[config.mk]
export PLATFORM = sky130hd
export DESIGN_NAME = seat_belt_interlock_fsm
export DESIGN_NICKNAME = d
export VERILOG_FILES = /design/src/rtl/sbi_pkg.sv /design/src/rtl/sbi_cfg_regs.sv /design/src/rtl/sbi_core.sv /design/src/rtl/sbi_out_queue.sv /design/src/rtl/seat_belt_interlock_fsm.sv
export SDC_FILE = /design/constraint.sdc
export NUM_CORES = 1
export LEC_CHECK = 0
export ABC_AREA = 1
export BUFFER_PORTS_ARGS = -buffer_cell sky130_fd_sc_hd__buf_2
export CAP_MARGIN = 25
export CORE_AREA = 2 2 115 117
export CTS_BUF_LIST = sky130_fd_sc_hd__clkbuf_4 sky130_fd_sc_hd__clkbuf_8 sky130_fd_sc_hd__clkbuf_16
export CTS_CLUSTER_DIAMETER = 200
export DETAILED_ROUTE_END_ITERATION = 12
export DIE_AREA = 0 0 117 119
export HOLD_SLACK_MARGIN = 0.12
export PLACE_DENSITY = 0.67
export RECOVER_POWER = 100
export SLEW_MARGIN = 0
export SYNTH_ARGS = -nofsm -noshare
export SYNTH_HDL_FRONTEND = slang
export SYNTH_HIERARCHICAL = 1
export SYNTH_SLANG_ARGS = --single-unit
export TNS_END_PERCENT = 30
[constraint.sdc]
create_clock -name clk -period 7.3 [get_ports clk]
set_input_delay 0.365 -clock clk [delete_from_list [all_inputs] [get_ports clk]]
set_output_delay 0.365 -clock clk [all_outputs]
set_load 0.03 [all_outputs]
[src/rtl/sbi_pkg.sv]
package sbi_pkg;

  localparam int TimerWidth = 16;
  localparam int BlinkWidth = 10;
  localparam int DebWidth   = 8;
  localparam int CfgDataWidth = TimerWidth > BlinkWidth ? TimerWidth : BlinkWidth;

  localparam logic [TimerWidth-1:0] TimeoutReset  = TimerWidth'(2000);
  localparam logic [BlinkWidth-1:0] BlinkReset    = BlinkWidth'(35);
  localparam logic [DebWidth-1:0]   DebounceReset = DebWidth'(10);

  // register indexes on the configuration port
  localparam logic [1:0] CFG_TIMEOUT  = 2'd0;
  localparam logic [1:0] CFG_BLINK    = 2'd1;
  localparam logic [1:0] CFG_DEBOUNCE = 2'd2;

  // output line bit positions
  localparam int LINE_POWER = 4;

  // codes for the four driven lines: bit 0 horn, 1 fault, 2 ready, 3 run
  localparam logic [3:0] DRV_HORN_FAULT = 4'b0011;
  localparam logic [3:0] DRV_FAULT      = 4'b0010;
  localparam logic [3:0] DRV_READY      = 4'b0100;
  localparam logic [3:0] DRV_RUN        = 4'b1000;
  localparam logic [3:0] DRV_READY_RUN  = 4'b1100;

  typedef enum logic [2:0] {
    MODE_IDLE,
    MODE_START_DB,
    MODE_WAIT,
    MODE_BELT_DB,
    MODE_RUN
  } mode_t;

  typedef struct packed {
    logic [TimerWidth-1:0] timeout_ticks;
    logic [BlinkWidth-1:0] blink_half_ticks;
    logic [DebWidth-1:0]   debounce_ticks;
  } cfg_t;

  typedef struct packed {
    mode_t                 mode;
    logic [DebWidth-1:0]   deb_cnt;
    logic [TimerWidth:0]   to_cnt;
    logic                  to_act;
    logic [BlinkWidth:0]   bl_cnt;
    logic                  bl_act;
    logic                  bl_phase;
    logic [4:0]            lines;
  } core_state_t;

endpackage

[src/rtl/sbi_cfg_regs.sv]
module sbi_cfg_regs
  import sbi_pkg::*;
(
  input  logic                    clk,
  input  logic                    rst,
  input  logic                    cfg_valid,
  output logic                    cfg_ready,
  input  logic [1:0]              cfg_index,
  input  logic [CfgDataWidth-1:0] cfg_data,
  output cfg_t                    cfg
);

  assign cfg_ready = 1'b1;

  always_ff @(posedge clk) begin
    if (rst) begin
      cfg.timeout_ticks    <= TimeoutReset;
      cfg.blink_half_ticks <= BlinkReset;
      cfg.debounce_ticks   <= DebounceReset;
    end else if (cfg_valid) begin
      case (cfg_index)
        CFG_TIMEOUT:  cfg.timeout_ticks    <= cfg_data[TimerWidth-1:0];
        CFG_BLINK:    cfg.blink_half_ticks <= cfg_data[BlinkWidth-1:0];
        CFG_DEBOUNCE: cfg.debounce_ticks   <= cfg_data[DebWidth-1:0];
        default: ;
      endcase
    end
  end

endmodule

[src/rtl/sbi_core.sv]
module sbi_core
  import sbi_pkg::*;
(
  input  logic       clk,
  input  logic       rst,
  input  logic       step,
  input  logic       handbrake_on,
  input  logic       gear_neutral,
  input  logic       seat_level,
  input  logic       belt_level,
  input  cfg_t       cfg,
  output logic [4:0] lines_next
);

  core_state_t st;
  core_state_t st_next;
  logic        hb, neu, seated, belted, start_ok;
  logic        do_run, do_wait, do_idle;

  assign hb       = handbrake_on;
  assign neu      = gear_neutral;
  assign seated   = ~seat_level;
  assign belted   = ~belt_level;
  assign start_ok = hb && neu && seated && !belted;

  assign lines_next = st_next.lines;

  always_ff @(posedge clk) begin
    if (rst) begin
      st.mode     <= MODE_IDLE;
      st.deb_cnt  <= '0;
      st.to_cnt   <= '0;
      st.to_act   <= 1'b0;
      st.bl_cnt   <= '0;
      st.bl_act   <= 1'b0;
      st.bl_phase <= 1'b0;
      st.lines    <= '0;
    end else if (step) begin
      st <= st_next;
    end
  end

  always_comb begin
    st_next = st;
    do_run  = 1'b0;
    do_wait = 1'b0;
    do_idle = 1'b0;

    // grace timeout advances first; expiry drops to idle
    if (st_next.to_act) begin
      st_next.to_cnt = st_next.to_cnt + 1'b1;
      if (st_next.to_cnt > {1'b0, cfg.timeout_ticks}) begin
        st_next.to_act = 1'b0;
        st_next.to_cnt = '0;
        st_next.mode   = MODE_IDLE;
      end
    end

    if (st_next.bl_act) begin
      st_next.bl_cnt = st_next.bl_cnt + 1'b1;
      if (st_next.bl_cnt > {1'b0, cfg.blink_half_ticks}) begin
        st_next.bl_cnt = '0;
        st_next.lines[LINE_POWER] = st_next.bl_phase;
        st_next.bl_phase = ~st_next.bl_phase;
      end
    end

    case (st_next.mode)
      MODE_START_DB: begin
        if (st_next.deb_cnt < cfg.debounce_ticks) begin
          st_next.deb_cnt = st_next.deb_cnt + 1'b1;
        end else if (start_ok) begin
          do_wait = 1'b1;
        end else begin
          do_idle = 1'b1;
        end
      end
      MODE_WAIT: do_wait = 1'b1;
      MODE_BELT_DB: begin
        if (st_next.deb_cnt < cfg.debounce_ticks) begin
          st_next.deb_cnt = st_next.deb_cnt + 1'b1;
        end else if (hb && neu && seated && belted) begin
          do_run = 1'b1;
        end else begin
          do_wait = 1'b1;
        end
      end
      MODE_RUN: do_run = 1'b1;
      default:  do_idle = 1'b1;
    endcase

    // run may fall to wait, and wait to idle, within the same tick
    if (do_run) begin
      st_next.mode = MODE_RUN;
      if (seated && belted) begin
        st_next.lines[3:0] = DRV_RUN;
        st_next.bl_act = 1'b0;
        st_next.bl_cnt = '0;
        st_next.lines[LINE_POWER] = 1'b1;
        st_next.to_act = 1'b0;
        st_next.to_cnt = '0;
      end else if (hb && neu) begin
        st_next.to_act = 1'b0;
        st_next.to_cnt = '0;
        do_wait = 1'b1;
      end else begin
        st_next.lines[3:0] = DRV_READY_RUN;
        if (!st_next.bl_act) begin
          st_next.bl_act = 1'b1;
          st_next.bl_cnt = '0;
        end
        if (!st_next.to_act) begin
          st_next.to_act = 1'b1;
          st_next.to_cnt = '0;
        end
      end
    end

    if (do_wait) begin
      if (!(hb && neu && seated)) begin
        do_idle = 1'b1;
      end else begin
        st_next.mode = MODE_WAIT;
        st_next.lines[3:0] = DRV_READY;
        st_next.bl_act = 1'b0;
        st_next.bl_cnt = '0;
        st_next.lines[LINE_POWER] = 1'b1;
        if (belted) begin
          st_next.mode    = MODE_BELT_DB;
          st_next.deb_cnt = '0;
        end
      end
    end

    if (do_idle) begin
      st_next.mode = MODE_IDLE;
      if (start_ok) begin
        st_next.mode    = MODE_START_DB;
        st_next.deb_cnt = '0;
      end else if (!hb || !neu) begin
        st_next.lines[3:0] = DRV_HORN_FAULT;
        if (!st_next.bl_act) begin
          st_next.bl_act = 1'b1;
          st_next.bl_cnt = '0;
        end
      end else begin
        st_next.lines[3:0] = DRV_FAULT;
        st_next.bl_act = 1'b0;
        st_next.bl_cnt = '0;
        st_next.lines[LINE_POWER] = 1'b1;
      end
    end
  end

endmodule

[src/rtl/sbi_out_queue.sv]
module sbi_out_queue
  import sbi_pkg::*;
(
  input  logic       clk,
  input  logic       rst,
  input  logic       push,
  input  logic [4:0] push_data,
  output logic       has_room,
  output logic       m_tvalid,
  input  logic       m_tready,
  output logic [7:0] m_tdata
);

  logic [4:0] head, tail;
  logic [1:0] count;
  logic       pop;

  assign pop      = m_tvalid && m_tready;
  assign m_tvalid = (count != 2'd0);
  assign has_room = (count != 2'd2);
  assign m_tdata  = {3'b000, head};

  always_ff @(posedge clk) begin
    if (rst) begin
      count <= 2'd0;
    end else begin
      case ({push, pop})
        2'b10: count <= count + 2'd1;
        2'b01: count <= count - 2'd1;
        default: ;
      endcase
    end
  end

  always_ff @(posedge clk) begin
    case ({push, pop})
      2'b10: begin
        if (count == 2'd0) begin
          head <= push_data;
        end else begin
          tail <= push_data;
        end
      end
      2'b01: head <= tail;
      2'b11: begin
        if (count == 2'd1) begin
          head <= push_data;
        end else begin
          head <= tail;
          tail <= push_data;
        end
      end
      default: ;
    endcase
  end

endmodule

[src/rtl/seat_belt_interlock_fsm.sv]
// Seat-belt interlock controller, one sensor tick per input transfer.
// The result for a tick is registered in the result buffer at its transfer.
// Throughput: one tick per cycle while the buffer has room; a two-entry result
// buffer keeps input open while one result waits on the output side, and holds it once full.
// Reset (rst, synchronous): mode idle, counters and output lines cleared,
// registers back to timeout 2000, blink 35, debounce 10.
module seat_belt_interlock_fsm
  import sbi_pkg::*;
(
  input  logic                    clk,
  input  logic                    rst,
  input  logic                    s_tvalid,
  output logic                    s_tready,
  input  logic [7:0]              s_tdata,   // handbrake_on, gear_neutral, seat_level, belt_level
  output logic                    m_tvalid,
  input  logic                    m_tready,
  output logic [7:0]              m_tdata,   // horn, led_fault, led_ready, led_run, power_led
  input  logic                    cfg_valid,
  output logic                    cfg_ready,
  input  logic [1:0]              cfg_index,
  input  logic [CfgDataWidth-1:0] cfg_data
);

  cfg_t       cfg;
  logic       step;
  logic       has_room;
  logic [4:0] lines_next;

  assign s_tready = has_room;
  assign step     = s_tvalid && has_room;

  sbi_cfg_regs u_cfg (
    .clk       (clk),
    .rst       (rst),
    .cfg_valid (cfg_valid),
    .cfg_ready (cfg_ready),
    .cfg_index (cfg_index),
    .cfg_data  (cfg_data),
    .cfg       (cfg)
  );

  sbi_core u_core (
    .clk          (clk),
    .rst          (rst),
    .step         (step),
    .handbrake_on (s_tdata[0]),
    .gear_neutral (s_tdata[1]),
    .seat_level   (s_tdata[2]),
    .belt_level   (s_tdata[3]),
    .cfg          (cfg),
    .lines_next   (lines_next)
  );

  sbi_out_queue u_outq (
    .clk       (clk),
    .rst       (rst),
    .push      (step),
    .push_data (lines_next),
    .has_room  (has_room),
    .m_tvalid  (m_tvalid),
    .m_tready  (m_tready),
    .m_tdata   (m_tdata)
  );

endmodule

== After elaboration in Yosys (flattened, before gate mapping) ==
Index checks and enable logic that the tools add are counted.

* Register bits after elaboration: 93
* Output and inout bits: 11
* Logic and storage cells: 124

* Add/sub/neg operators: 5
* $lt $le $gt $ge: 3
* Eq/ne operators: 14
* Muxes and demuxes: 61
* Bitwise logic cells: 3
* Reduce and logical (&&, ||, !) cells: 24

{| class="wikitable"
|+ Operator list
! cell !! count
|-
| $mux W12 || 8
|-
| $mux W18 || 4
|-
| $mux W30 || 2
|-
| $mux W11 || 5
|-
| $mux W5 || 9
|-
| $mux W1 || 18
|-
| $mux W9 || 2
|-
| $add A17 B1 Y17 const B || 1
|-
| $gt A17 B16 Y1 || 1
|-
| $mux W8 || 2
|-
| $pmux W5 S3 || 1
|-
| $add A11 B1 Y11 const B || 1
|-
| $gt A11 B10 Y1 || 1
|-
| $pmux W5 S2 || 1
|-
| $mux W3 || 3
|-
| $add A8 B1 Y8 const B || 1
|-
| $lt A8 B8 Y1 || 1
|-
| $mux W4 || 2
|-
| $reduce_and A2 Y1 || 4
|-
| $logic_and A1 B1 Y1 || 7
|-
| $eq A2 B1 Y1 const B || 3
|-
| $eq A2 B2 Y1 const B || 3
|-
| $eq A3 B2 Y1 const B || 2
|-
| $ne A2 B2 Y1 const B || 3
|-
| other kinds (17) || 25
|}

== Longest topological paths before layout ==
Gate-level depths: netlist of the first run.

* Depth in word-level cells: 15
* Mapped depth: 33
* Depth with buffers taken out: 32

== Modules after synthesis ==
Netlist of the first run, hierarchy kept.

{| class="wikitable"
|+ By module, submodules not included
! module !! times used !! cells an instance !! area each (um2) !! sequential area each (um2)
|-
| sbi_core || 1 || 644 || 4085.2 || 940.9
|-
| sbi_cfg_regs || 1 || 203 || 1467.7 || 680.7
|-
| sbi_out_queue || 1 || 70 || 671.9 || 340.3
|-
| seat_belt_interlock_fsm || 1 || 2 || 7.5 || 0.0
|}

== Worst setup path before layout of the first run ==
OpenSTA, ideal clock, no wires.

* Kind: register to register
* Start point: register u_core/st[19] (netlist bit)
* End point: register u_outq.head[0], data pin
* Library setup time: 0.252 ns
* Arrival time: 3.708 ns
* Required time: 7.048 ns
* Path slack: 3.340 ns
* Cell stages (with the launch flop): 28
* Buffers on the path: 1
* Period minus slack after synthesis: 3.960 ns
* Cell sequence: dfxtp_1 -> inv_1 -> nor3_1 -> inv_1 -> nor3_2 -> nand3_1 -> nor3_2 -> nand2_1 -> or3_1 -> xor2_1 -> inv_1 -> ha_1 -> nand2_1 -> nor3_1 -> nand3b_2 -> nand3_4 -> nand4_4 -> nand2_4 -> nand2_2 -> nand2_2 -> nand2_1 -> nand2_1 -> nand2_1 -> nand4_1 -> o21ai_0 -> buf_4 -> nand3_1 -> nand2_1

{| class="wikitable"
|+ RTL lines
! element !! RTL line !! source
|-
| start: declaration || sbi_core.sv:15 || <nowiki>core_state_t st;</nowiki>
|-
| start signal: assignment || sbi_core.sv:39 || <nowiki>st <= st_next;</nowiki>
|-
| end signal: assignment || sbi_out_queue.sv:39 || <nowiki>head <= push_data;</nowiki>
|-
| end signal: assignment || sbi_out_queue.sv:44 || <nowiki>2'b01: head <= tail;</nowiki>
|-
| end signal: assignment || sbi_out_queue.sv:47 || <nowiki>head <= push_data;</nowiki>
|-
| end: declaration || sbi_out_queue.sv:14 || <nowiki>logic [4:0] head, tail;</nowiki>
|}

== Worst setup path after layout of the first run ==
* Start point: register u_core/st[19] (netlist bit)
* End point: register u_core/st[16] (netlist bit)

* Cells in the longest elaborated chain, start to end: 14
* Elaborated cells between the ends (all ways): 24
* Classes of those cells: add/sub (1); order compare (1); eq/ne (4); mux (17); reduce/logical (1)

{| class="wikitable"
|+ RTL lines
! element !! RTL line !! source
|-
| $add A17 B1 Y17 * || sbi_core.sv:51 || <nowiki>st_next.to_cnt = st_next.to_cnt + 1'b1;</nowiki>
|-
| $gt A17 B16 Y1 * || sbi_core.sv:52 || <nowiki>if (st_next.to_cnt > {1'b0, cfg.timeout_ticks}) begin</nowiki>
|-
| $mux W3 * || sbi_core.sv:52 ||
|-
| $mux W3 * || sbi_core.sv:50 || <nowiki>if (st_next.to_act) begin</nowiki>
|-
| $eq A3 B2 Y1 / $eq A3 B1 Y1 (equally long branches) || sbi_core.sv:68 || <nowiki>case (st_next.mode)</nowiki>
|-
| $pmux W1 S3 || sbi_core.sv:68 ||
|-
| $mux W1 || sbi_core.sv:102 || <nowiki>end else if (hb && neu) begin</nowiki>
|-
| $mux W1 || sbi_core.sv:95 || <nowiki>if (seated && belted) begin</nowiki>
|-
| $mux W1 || sbi_core.sv:93 || <nowiki>if (do_run) begin</nowiki>
|-
| $mux W12 || sbi_core.sv:119 || <nowiki>if (do_wait) begin</nowiki>
|-
| $mux W12 || sbi_core.sv:142 || <nowiki>if (!st_next.bl_act) begin</nowiki>
|-
| $mux W12 || sbi_core.sv:140 || <nowiki>end else if (!hb || !neu) begin</nowiki>
|-
| $mux W12 || sbi_core.sv:137 || <nowiki>if (start_ok) begin</nowiki>
|-
| $mux W12 * || sbi_core.sv:135 || <nowiki>if (do_idle) begin</nowiki>
|}

Every way passes the cells marked *; elsewhere a longest branch is shown, timed or not.
A chain may end at the register's enable or synchronous reset.

==> results of run 1 <==
[placed cells by master, fill, tap and decap left out, drive strengths merged, types with 2 or more instances in the layout]
master,instances
nor3,11
nand2,241
nand4,17
clkinv,7
a211oi,2
nand3b,3
or2,5
xor2,22
clkbuf,17
o21ai,25
ha,44
nand3,82
buf,26
nor2,78
o21a,3
dfxtp,83
o22ai,15
conb,4
edfxtp,10
xnor2,2
a21oi,73
o211ai,2
inv,154
[worst paths after layout]
| check | cells after the start | end | slack, ns | start |
|---|---|---|---|---|
| max | 28 | u_core/st[16] | 1.73 | u_core/st[19] |
| min | 3 | u_cfg/cfg[28] | 0.26 | cfg_data[10] |
| max reg2reg | 28 | u_core/st[16] | 1.73 | u_core/st[19] |
| min reg2reg | 2 | u_cfg/cfg[9] | 0.46 | u_cfg/cfg[9] |
[final cells by class]
cell class / count / share of cell area
clock buffer: 9 / 0.0341
sequential: 93 / 0.297
tap: 176 / 0.0333
clock inverter: 7 / 0.0112
timing repair buffer: 34 / 0.0242
inverter: 155 / 0.0881
multi-input combinational: 636 / 0.512
[logic make-up after synthesis]
group           share of synthesized area
xor+xnor                           0.0337
compound gates                      0.108
buf+inv                             0.132
flops                               0.315
other cells                       0.00121
simple gates                        0.322
fa+ha+maj                          0.0883
[layer usage]
metal / up-vias / global-route usage / routed length (um)
met5: - / 0 / 0
met3: 15 / 0.0305 / 462
met2: 90 / 0.336 / 6270
met1: 2453 / 0.283 / 6630
li1: 2934 / - / -
met4: 0 / 0.0735 / 202
[state kept, by name (all words and copies together) (netlist names)]
name	cells
u_outq/head	5
u_core/st	47
u_outq/count	2
u_outq/tail	5
u_cfg/cfg	34
[tightest hold or removal path: stages]
cell	delay, ns
sky130_fd_sc_hd__buf_2	0.07
sky130_fd_sc_hd__nand3_1	0.06
sky130_fd_sc_hd__nand3_1	0.08
[per-stage QoR]
stage | instance area (um^2) | utilization | hold slack [ns]
2_1_floorplan | 6240 | - | 0.429
3_3_place_gp | 6390 | 0.497 | 0.439
3_5_place_dp | 6390 | 0.497 | 0.446
4_1_cts | 6690 | 0.520 | 0.244
5_1_grt | 6610 | 0.513 | 0.276
6_report | 6610 | 0.513 | 0.260
[power by group through the flow]
stage	Sequential [mW]	Clock [mW]	Combinational (mW)
floorplan	0.630	0	0.229
global placement	0.605	0	0.322
CTS	0.594	0.490	0.328
detailed placement	0.605	0	0.327
global route	0.600	0.508	0.364
finish	0.594	0.475	0.319
==> impl_metrics.env, run 1 <==
export IMPL_count_of_input_and_output_buffers=33
export IMPL_cp_data_required_time_ns=7.43
export IMPL_net_switching_power_figure_mw=0.465
export IMPL_max_freq_ghz=0.179
export IMPL_postLayoutSetupSlackWorst_ns=1.73
export IMPL_cts_num_sinks=93
export IMPL_synth_cells=919
export IMPL_critical_path_max_fanout=19
export IMPL_drc_errors_left=0
export IMPL_detailedRoute_firstPassIterationCount=6
export IMPL_yosysTopAreaCellShare=0.267
export IMPL_detailedPlace_worstSlack_ns=2.71
export IMPL_rsz0062_at_grt="no"
export IMPL_largest_vdd_supply_drop_uv=106
export IMPL_crit_top_cell="sky130_fd_sc_hd__nand2_1"
export IMPL_die_width_um=117
export IMPL_ys_seq_area_frac=0.315
export IMPL_synthesis_area_um2=6230
export IMPL_rows=42
export IMPL_finClkSkew_ns=0.00721
export IMPL_netlist_top_cells_area="sky130_fd_sc_hd__dfxtp_1, sky130_fd_sc_hd__nand2_1, sky130_fd_sc_hd__inv_1"
export IMPL_post_cts_setup_buffers=0
export IMPL_yosys_warnings=6
export IMPL_ys_flop_type="sky130_fd_sc_hd__dfxtp_1"
export IMPL_critical_path_buffers_and_inverters=4
export IMPL_postSynthRegisterBits=93
export IMPL_clock_latency_ns=0.35
export IMPL_fin_total_pwr_mw=1.39
export IMPL_num_io_pins=42
export IMPL_vias=5492
export IMPL_seq_area_um2=1960
export IMPL_global_route_total_overflow=0
export IMPL_die_area_um2=13900
export IMPL_cpMaxStageDelayCell="sky130_fd_sc_hd__nand2_1"
export IMPL_post_cts_resize_count=0
export IMPL_post_route_clock_period_utilization=0.763
export IMPL_starting_density_of_the_core=0.484
export IMPL_gp_congestion=0.852
export IMPL_detail_route_wirelength_um=13600
export IMPL_sum_neg_setup_slack_ns=0
export IMPL_sequentialPowerShare=0.428
export IMPL_finalSetupViolations=0
export IMPL_htree_levels=3
export IMPL_tightestPinTransition_ns=2.35
export IMPL_gr_usage_all_layers=0.208
export IMPL_worst_setup_path_type="flop to flop"
export IMPL_power_static_leakage_nw=3.15
export IMPL_avgSynthCellArea_um2=6.78
export IMPL_area_growth_syn_to_layout_pct=6.02
export IMPL_maxCapViolCount=1
export IMPL_fin_nets=1004
export IMPL_multi_input_area_um2=3380
export IMPL_failed_checks="capacitance limit, slew limit"
export IMPL_synth_most_common_cell="sky130_fd_sc_hd__nand2_1"
export IMPL_wl_per_cell_um=12.2
export IMPL_insertedDiodeCount=0
export IMPL_cts_buffers_inserted=9
export IMPL_grt_first_pass_wirelength_um=23400
export IMPL_tritoncts="built"
export IMPL_start_kind="flop"
export IMPL_cellInternalPower_mw=0.923
export IMPL_clock_tree_buffer_depth=2
export IMPL_place_detailed_instances=1094
export IMPL_final_fill_count=1330
export IMPL_route_antenna_remaining_nets=0
export IMPL_power_switching_share=0.335
export IMPL_dp_final_hpwl_um=9740
export IMPL_critical_path_endpoint_type="flop"
export IMPL_synth_async_reset_ratio=0
export IMPL_finalNonFillerCells=1110
export IMPL_post_route_min_period_ns=5.57
export IMPL_via_density_per_instance=4.95
export IMPL_powerDensity_nw_per_um2=210
export IMPL_grt_start_max_net_pins=48
export IMPL_drt_first_iter_violations=292
export IMPL_final_hold_viols=0
export IMPL_top_cells_by_instance_count_after_synthesis="sky130_fd_sc_hd__nand2_1, sky130_fd_sc_hd__inv_1, sky130_fd_sc_hd__dfxtp_1, sky130_fd_sc_hd__nand3_1, sky130_fd_sc_hd__nor2_1"
export IMPL_post_synth_num_cell_types=48
export IMPL_path_delay_family="simple AND/OR/NAND/NOR gates"
export IMPL_edff_count_synth=10
export IMPL_arrival_ns=5.70
export IMPL_clkSlewWorstSetupHoldPaths_ns=0.07
export IMPL_post_route_cells_drive_above_1_share=0.0653
export IMPL_yosysTopAreaCell="sky130_fd_sc_hd__dfxtp_1"
export IMPL_grt_antenna_before_repair=0
export IMPL_slew_viol_final=48
export IMPL_clk_root_buffer_cell="sky130_fd_sc_hd__clkbuf_16"
export IMPL_slew_headroom=-0.570
export IMPL_power_clock_fraction=0.342
export IMPL_max_stage_delay_ns=0.49
export IMPL_share_comb_of_total_power=0.230
export IMPL_worstHoldPathType="input pin to flop"
export IMPL_first_global_vias=5062
export IMPL_status="finished with violations"
export IMPL_die_height_um=119
export IMPL_core_area_um2=12900
export IMPL_cts_hold_fix_buffers=0
Note: power is estimated with default switching activity, not from simulation.
==> run 2, diff against run 1 <==
==> constraint.sdc (replaced) <==
create_clock -name clk -period 5.2 [get_ports clk]
set_input_delay 0.26 -clock clk [delete_from_list [all_inputs] [get_ports clk]]
set_output_delay 0.26 -clock clk [all_outputs]
set_load 0.03 [all_outputs]
==> impl_metrics.env, run 2 (synthesized netlist as in run 1, its figures left out) <==
export IMPL_power_static_leakage_nw=3.16
export IMPL_grt_start_max_net_pins=48
export IMPL_fin_nets=1004
export IMPL_seq_area_um2=1960
export IMPL_core_area_um2=12900
export IMPL_min_from="cfg_data[10]"
export IMPL_grt_first_pass_wirelength_um=22900
export IMPL_final_fill_count=1342
export IMPL_gp_congestion=0.815
export IMPL_maxCapViolCount=1
export IMPL_vias=5518
export IMPL_start_kind="flop"
export IMPL_worst_setup_path_type="flop to flop"
export IMPL_clkSlewWorstSetupHoldPaths_ns=0.07
export IMPL_max_freq_ghz=0.218
export IMPL_finClkSkew_ns=0.00592
export IMPL_insertedDiodeCount=0
export IMPL_status="finished with violations"
export IMPL_die_width_um=117
export IMPL_grt_antenna_before_repair=0
export IMPL_largest_register_ffs=47
export IMPL_htree_levels=3
export IMPL_clk_root_buffer_cell="sky130_fd_sc_hd__clkbuf_16"
export IMPL_registers_top_by_ff_count="u_core/st"
export IMPL_timing_reg2reg_worst_path_depth=25
export IMPL_die_height_um=119
export IMPL_regToRegEndpoint="u_outq/head[4]"
export IMPL_gr_usage_all_layers=0.205
export IMPL_timing_hold_ws_ns=0.154
export IMPL_dp_final_hpwl_um=9630
export IMPL_cts_num_sinks=93
export IMPL_drc_errors_left=0
export IMPL_post_route_clock_period_utilization=0.883
export IMPL_count_of_input_and_output_buffers=33
export IMPL_post_cts_setup_buffers=0
export IMPL_slew_headroom=-0.537
export IMPL_fin_total_pwr_mw=1.95
export IMPL_final_cell_mix="sky130_fd_sc_hd__nand2_1, sky130_fd_sc_hd__inv_1, sky130_fd_sc_hd__dfxtp_1, sky130_fd_sc_hd__nand3_1, sky130_fd_sc_hd__nor2_1"
export IMPL_clock_tree_buffer_depth=2
export IMPL_route_antenna_remaining_nets=0
export IMPL_worst_flop_to_flop_path_startpoint="u_core/st[19]"
export IMPL_area_growth_syn_to_layout_pct=6.83
export IMPL_rows=42
export IMPL_via_density_per_instance=4.97
export IMPL_cts_hold_fix_buffers=0
export IMPL_critical_path_max_fanout=11
export IMPL_worst_setup_path_startpoint="u_core/st[19]"
export IMPL_final_hold_viols=0
export IMPL_layout_top_registers="u_core/st x47, u_cfg/cfg x34"
export IMPL_num_io_pins=42
export IMPL_critical_path_endpoint_type="flop"
export IMPL_detailedRoute_firstPassIterationCount=5
export IMPL_post_cts_resize_count=0
export IMPL_cp_data_required_time_ns=5.42
export IMPL_arrival_ns=4.82
export IMPL_mostFrequentLayoutCell="sky130_fd_sc_hd__nand2_1"
export IMPL_tritoncts="built"
export IMPL_post_route_min_period_ns=4.59
export IMPL_clock_latency_ns=0.35
export IMPL_multi_input_area_um2=3430
export IMPL_rsz0062_at_grt="no"
export IMPL_drt_first_iter_violations=420
export IMPL_sum_neg_setup_slack_ns=0
export IMPL_global_route_total_overflow=0
export IMPL_slew_viol_final=48
export IMPL_die_area_um2=13900
export IMPL_finalSetupViolations=0
export IMPL_largest_vdd_supply_drop_uv=214
export IMPL_detail_route_wirelength_um=13400
export IMPL_cts_buffers_inserted=9
export IMPL_first_global_vias=5069
export IMPL_post_route_cells_drive_above_1_share=0.0707
export IMPL_wl_per_cell_um=12.1
export IMPL_failed_checks="capacitance limit, slew limit"
export IMPL_starting_density_of_the_core=0.484
export IMPL_worstHoldPathType="input pin to flop"
export IMPL_tightestPinTransition_ns=2.31
export IMPL_powerDensity_nw_per_um2=293
export IMPL_setup_worst_path_end="u_outq/head[4]"
export IMPL_reg2reg_slack_ns=0.61
==> run 2: where the power goes <==
part / total [mW] / leakage, nW / internal (mW) / switching, mW
registers: 0.835 / 0.768 / 0.805 / 0.0303
logic: 0.444 / 2.25 / 0.116 / 0.328
clock network: 0.670 / 0.148 / 0.375 / 0.295
==> run 2: worst max-delay path: stages, from the launching register on <==
cell	delay [ns]
sky130_fd_sc_hd__dfxtp_1	0.41
sky130_fd_sc_hd__inv_1	0.08
sky130_fd_sc_hd__nor3_1	0.30
sky130_fd_sc_hd__inv_1	0.09
sky130_fd_sc_hd__nor3_2	0.16
sky130_fd_sc_hd__nand3_1	0.15
sky130_fd_sc_hd__nor3_2	0.26
sky130_fd_sc_hd__nand2_1	0.13
sky130_fd_sc_hd__or3_1	0.34
sky130_fd_sc_hd__xor2_1	0.18
sky130_fd_sc_hd__inv_1	0.06
sky130_fd_sc_hd__ha_1	0.26
sky130_fd_sc_hd__nand2_1	0.06
sky130_fd_sc_hd__nor3_1	0.23
sky130_fd_sc_hd__nand3b_2	0.15
sky130_fd_sc_hd__nand3_4	0.19
sky130_fd_sc_hd__nand4_4	0.13
sky130_fd_sc_hd__nand2_4	0.15
sky130_fd_sc_hd__nand2_2	0.06
sky130_fd_sc_hd__nand2_1	0.12
sky130_fd_sc_hd__nand2_1	0.06
sky130_fd_sc_hd__nand2_1	0.09
sky130_fd_sc_hd__nand3_1	0.39
sky130_fd_sc_hd__nand2_1	0.25
sky130_fd_sc_hd__nand3_1	0.09
sky130_fd_sc_hd__nand2_1	0.08
==> run 2: final cells by class <==
cell class	count	share of cell area
Clock buffer	9	0.0338
Clock inverter	7	0.0111
Inverter	155	0.0874
Multi-Input combinational cell	636	0.516
Sequential cell	93	0.295
Tap cell	176	0.0331
Timing Repair Buffer	34	0.0241
==> run 2: routing by layer <==
layer | vias to the layer above | wire length (um) | global-route usage
met5 | - | 0 | 0
met1 | 2464 | 6480 | 0.271
met2 | 91 | 6260 | 0.334
met3 | 19 | 458 | 0.0361
met4 | 0 | 229 | 0.0706
li1 | 2944 | - | -
==> run 2: how the worst min path moves through the flow <==
stage	end	depth (start not counted)
5_1_grt	u_cfg/cfg[16]	3
2_1_floorplan	u_outq/count[0]	1
3_3_place_gp	u_cfg/cfg[24]	2
4_1_cts	u_cfg/cfg[28]	3
3_5_place_dp	u_cfg/cfg[24]	2
6_report	u_cfg/cfg[28]	3
==> run 2: metrics by stage <==
stage,util,area [um^2],instances,worst slack [ns]
floorplan,-,6240,921,1.24
global placement,0.497,6390,1094,0.741
detailed placement,0.497,6390,1094,0.669
CTS,0.520,6690,1110,0.662
global route,0.517,6660,1110,0.0752
finish,0.517,6660,1110,0.606
==> run 3, diff against run 2 <==
--- a/config.mk
+++ b/config.mk
@@ -8,17 +8,16 @@
 export ABC_AREA = 1
 export BUFFER_PORTS_ARGS = -buffer_cell sky130_fd_sc_hd__buf_2
 export CAP_MARGIN = 25
-export CORE_AREA = 2 2 115 117
+export CORE_AREA = 2 2 112 114
 export CTS_BUF_LIST = sky130_fd_sc_hd__clkbuf_4 sky130_fd_sc_hd__clkbuf_8 sky130_fd_sc_hd__clkbuf_16
 export CTS_CLUSTER_DIAMETER = 200
 export DETAILED_ROUTE_END_ITERATION = 12
-export DIE_AREA = 0 0 117 119
+export DIE_AREA = 0 0 114 116
 export HOLD_SLACK_MARGIN = 0.12
 export PLACE_DENSITY = 0.67
 export RECOVER_POWER = 100
 export SLEW_MARGIN = 0
 export SYNTH_ARGS = -nofsm -noshare
 export SYNTH_HDL_FRONTEND = slang
-export SYNTH_HIERARCHICAL = 1
 export SYNTH_SLANG_ARGS = --single-unit
 export TNS_END_PERCENT = 30
==> impl_metrics.env, run 3 <==
export IMPL_status="finished with violations"
export IMPL_failed_checks="capacitance limit, slew limit"
export IMPL_post_route_clock_period_utilization=0.880
export IMPL_cts_hold_fix_buffers=0
export IMPL_grt_antenna_before_repair=0
export IMPL_layout_top_registers="u_core.st x47, u_cfg.cfg x34"
export IMPL_gp_congestion=0.839
export IMPL_via_density_per_instance=5.22
export IMPL_maxCapViolCount=3
export IMPL_die_height_um=116
export IMPL_wl_per_cell_um=13.5
export IMPL_tightestPinTransition_ns=2.03
export IMPL_detailedRoute_firstPassIterationCount=5
export IMPL_htree_levels=3
export IMPL_die_width_um=114
export IMPL_worst_setup_path_type="flop to flop"
export IMPL_yosysTopAreaCell="sky130_fd_sc_hd__dfxtp_1"
export IMPL_crit_top_cell="sky130_fd_sc_hd__nand2_1"
export IMPL_rows=40
export IMPL_netlist_top_cells_area="sky130_fd_sc_hd__dfxtp_1, sky130_fd_sc_hd__nand2_1, sky130_fd_sc_hd__ha_1"
export IMPL_insertedDiodeCount=0
export IMPL_post_route_min_period_ns=4.57
export IMPL_first_global_vias=4917
export IMPL_finalNonFillerCells=979
export IMPL_area_growth_syn_to_layout_pct=9.07
export IMPL_rsz0062_at_grt="no"
export IMPL_ys_flop_type="sky130_fd_sc_hd__dfxtp_1"
export IMPL_final_hold_viols=0
export IMPL_yosys_warnings=0
export IMPL_top_cells_by_instance_count_after_synthesis="sky130_fd_sc_hd__nand2_1, sky130_fd_sc_hd__inv_1, sky130_fd_sc_hd__dfxtp_1, sky130_fd_sc_hd__a21oi_1, sky130_fd_sc_hd__nor2_1"
export IMPL_placedInstanceArea_um2=6080
export IMPL_edff_count_synth=10
export IMPL_power_static_leakage_nw=2.97
export IMPL_cts_buffers_inserted=9
export IMPL_cpMaxStageDelayCell="sky130_fd_sc_hd__a21oi_4"
export IMPL_cts_num_sinks=93
export IMPL_die_area_um2=13200
export IMPL_tritoncts="built"
export IMPL_finalSetupViolations=0
export IMPL_grt_first_pass_wirelength_um=22200
export IMPL_post_route_cells_drive_above_1_share=0.106
export IMPL_worstHoldPathType="input pin to flop"
export IMPL_ys_seq_area_frac=0.336
export IMPL_synth_async_reset_ratio=0
export IMPL_detail_route_wirelength_um=13200
export IMPL_avgSynthCellArea_um2=7.29
export IMPL_slew_headroom=-0.356
export IMPL_cp_data_required_time_ns=5.46
export IMPL_clock_tree_buffer_depth=2
export IMPL_critical_path_endpoint_type="flop"
export IMPL_synth_most_common_cell="sky130_fd_sc_hd__nand2_1"
export IMPL_place_detailed_instances=959
export IMPL_postSynthRegisterBits=93
export IMPL_count_of_input_and_output_buffers=33
export IMPL_synthesis_area_um2=5850
export IMPL_fin_area_um2=6380
export IMPL_vias=5115
export IMPL_sum_neg_setup_slack_ns=0
export IMPL_max_stage_delay_ns=0.43
export IMPL_num_io_pins=42
export IMPL_gr_usage_all_layers=0.209
export IMPL_fin_nets=901
export IMPL_start_kind="flop"
export IMPL_clkSlewWorstSetupHoldPaths_ns=0.06
export IMPL_post_synth_num_cell_types=59
export IMPL_global_route_total_overflow=0
export IMPL_dp_final_hpwl_um=9580
export IMPL_largest_vdd_supply_drop_uv=194
export IMPL_grt_start_max_net_pins=43
export IMPL_yosysTopAreaCellShare=0.284
export IMPL_arrival_ns=4.83
export IMPL_starting_density_of_the_core=0.491
export IMPL_slew_viol_final=121
export IMPL_largest_register_ffs=47
export IMPL_critical_path_max_fanout=17
export IMPL_max_freq_ghz=0.219
export IMPL_clock_latency_ns=0.35
export IMPL_finClkSkew_ns=0.00757
export IMPL_registers_top_by_ff_count="u_core.st"
export IMPL_route_antenna_remaining_nets=0
export IMPL_synth_cells=802
export IMPL_drt_first_iter_violations=295
export IMPL_clk_root_buffer_cell="sky130_fd_sc_hd__clkbuf_16"
export IMPL_drc_errors_left=0
export IMPL_powerDensity_nw_per_um2=284
export IMPL_final_cell_mix="sky130_fd_sc_hd__nand2_1, sky130_fd_sc_hd__inv_1, sky130_fd_sc_hd__dfxtp_1, sky130_fd_sc_hd__a21oi_1, sky130_fd_sc_hd__nor2_1"
export IMPL_core_area_um2=11900
export IMPL_mostFrequentLayoutCell="sky130_fd_sc_hd__nand2_1"
## run 3: path summary, 6_finish.rpt
path         cells after the start             to  slack, ns          start
max                             30  u_core.st[19]       0.63  u_core.st[19]
min                              3  u_cfg.cfg[28]       0.14   cfg_data[10]
max reg2reg                     30  u_core.st[19]       0.63  u_core.st[19]
min reg2reg                      2  u_cfg.cfg[32]       0.46  u_cfg.cfg[32]
## run 3: where the power goes
part / total (mW) / leakage, nW / switching, mW / internal, mW
sequential: 0.810 / 0.768 / 0.0182 / 0.791
clock: 0.645 / 0.146 / 0.273 / 0.371
combinational: 0.356 / 2.06 / 0.265 / 0.0906
## run 3: stage by stage
stage               total power, mW  hold WS [ns]  utilization  worst slack [ns]
finish                         1.81         0.144        0.535             0.626
floorplan                      1.09         0.373            -              1.46
global route                   1.90         0.146        0.535            0.0621
detailed placement             1.19         0.459        0.510             0.550
CTS                            1.84         0.133        0.534             0.546
global placement               1.18         0.446        0.510             0.653
## run 3: area by class of cell
type / count / area (um^2)
fill: 1138 / 5530
multi-input combinational: 552 / 3240
sequential: 93 / 1960
inverter: 130 / 490
clock buffer: 14 / 282
timing repair buffer: 42 / 213
tap: 147 / 184
clock inverter: 1 / 5.00
## run 3: logic make-up (layout without fill, tap and decap cells)
family	after synthesis	in the layout	share of synthesized area
other	2	4	0.00128
AND/OR/NAND/NOR	315	315	0.258
XOR/XNOR	30	30	0.0449
adder cells (fa/ha/maj)	42	42	0.0899
multiplexers	1	1	0.00171
buffers and inverters	159	187	0.110
AO/OA/AOI/OAI	160	160	0.158
flip-flops	93	93	0.336
## run 3: repair_timing
action,4_1_cts,5_1_grt
setup endpoints to repair,0,1
setup buffers,0,4
resized for setup,0,0
## run 3: worst max-delay path, delay by kind of cell, from the launching register on
family          cells  cell delay, ns
fa+ha+maj           1            0.28
flops               1            0.40
compound gates      4            0.87
xor+xnor            1            0.18
simple gates       19            2.34
buf+inv             5            0.38
## run 3: routing by layer
metal / track usage / vias to the layer above / wire length [um] / share of wire
li1: - / 2656 / - / -
met1: 0.260 / 2342 / 6210 / 0.47
met2: 0.357 / 94 / 6300 / 0.48
met3: 0.0267 / 23 / 432 / 0.033
met4: 0.105 / 0 / 295 / 0.022
met5: 0 / - / 0 / 0
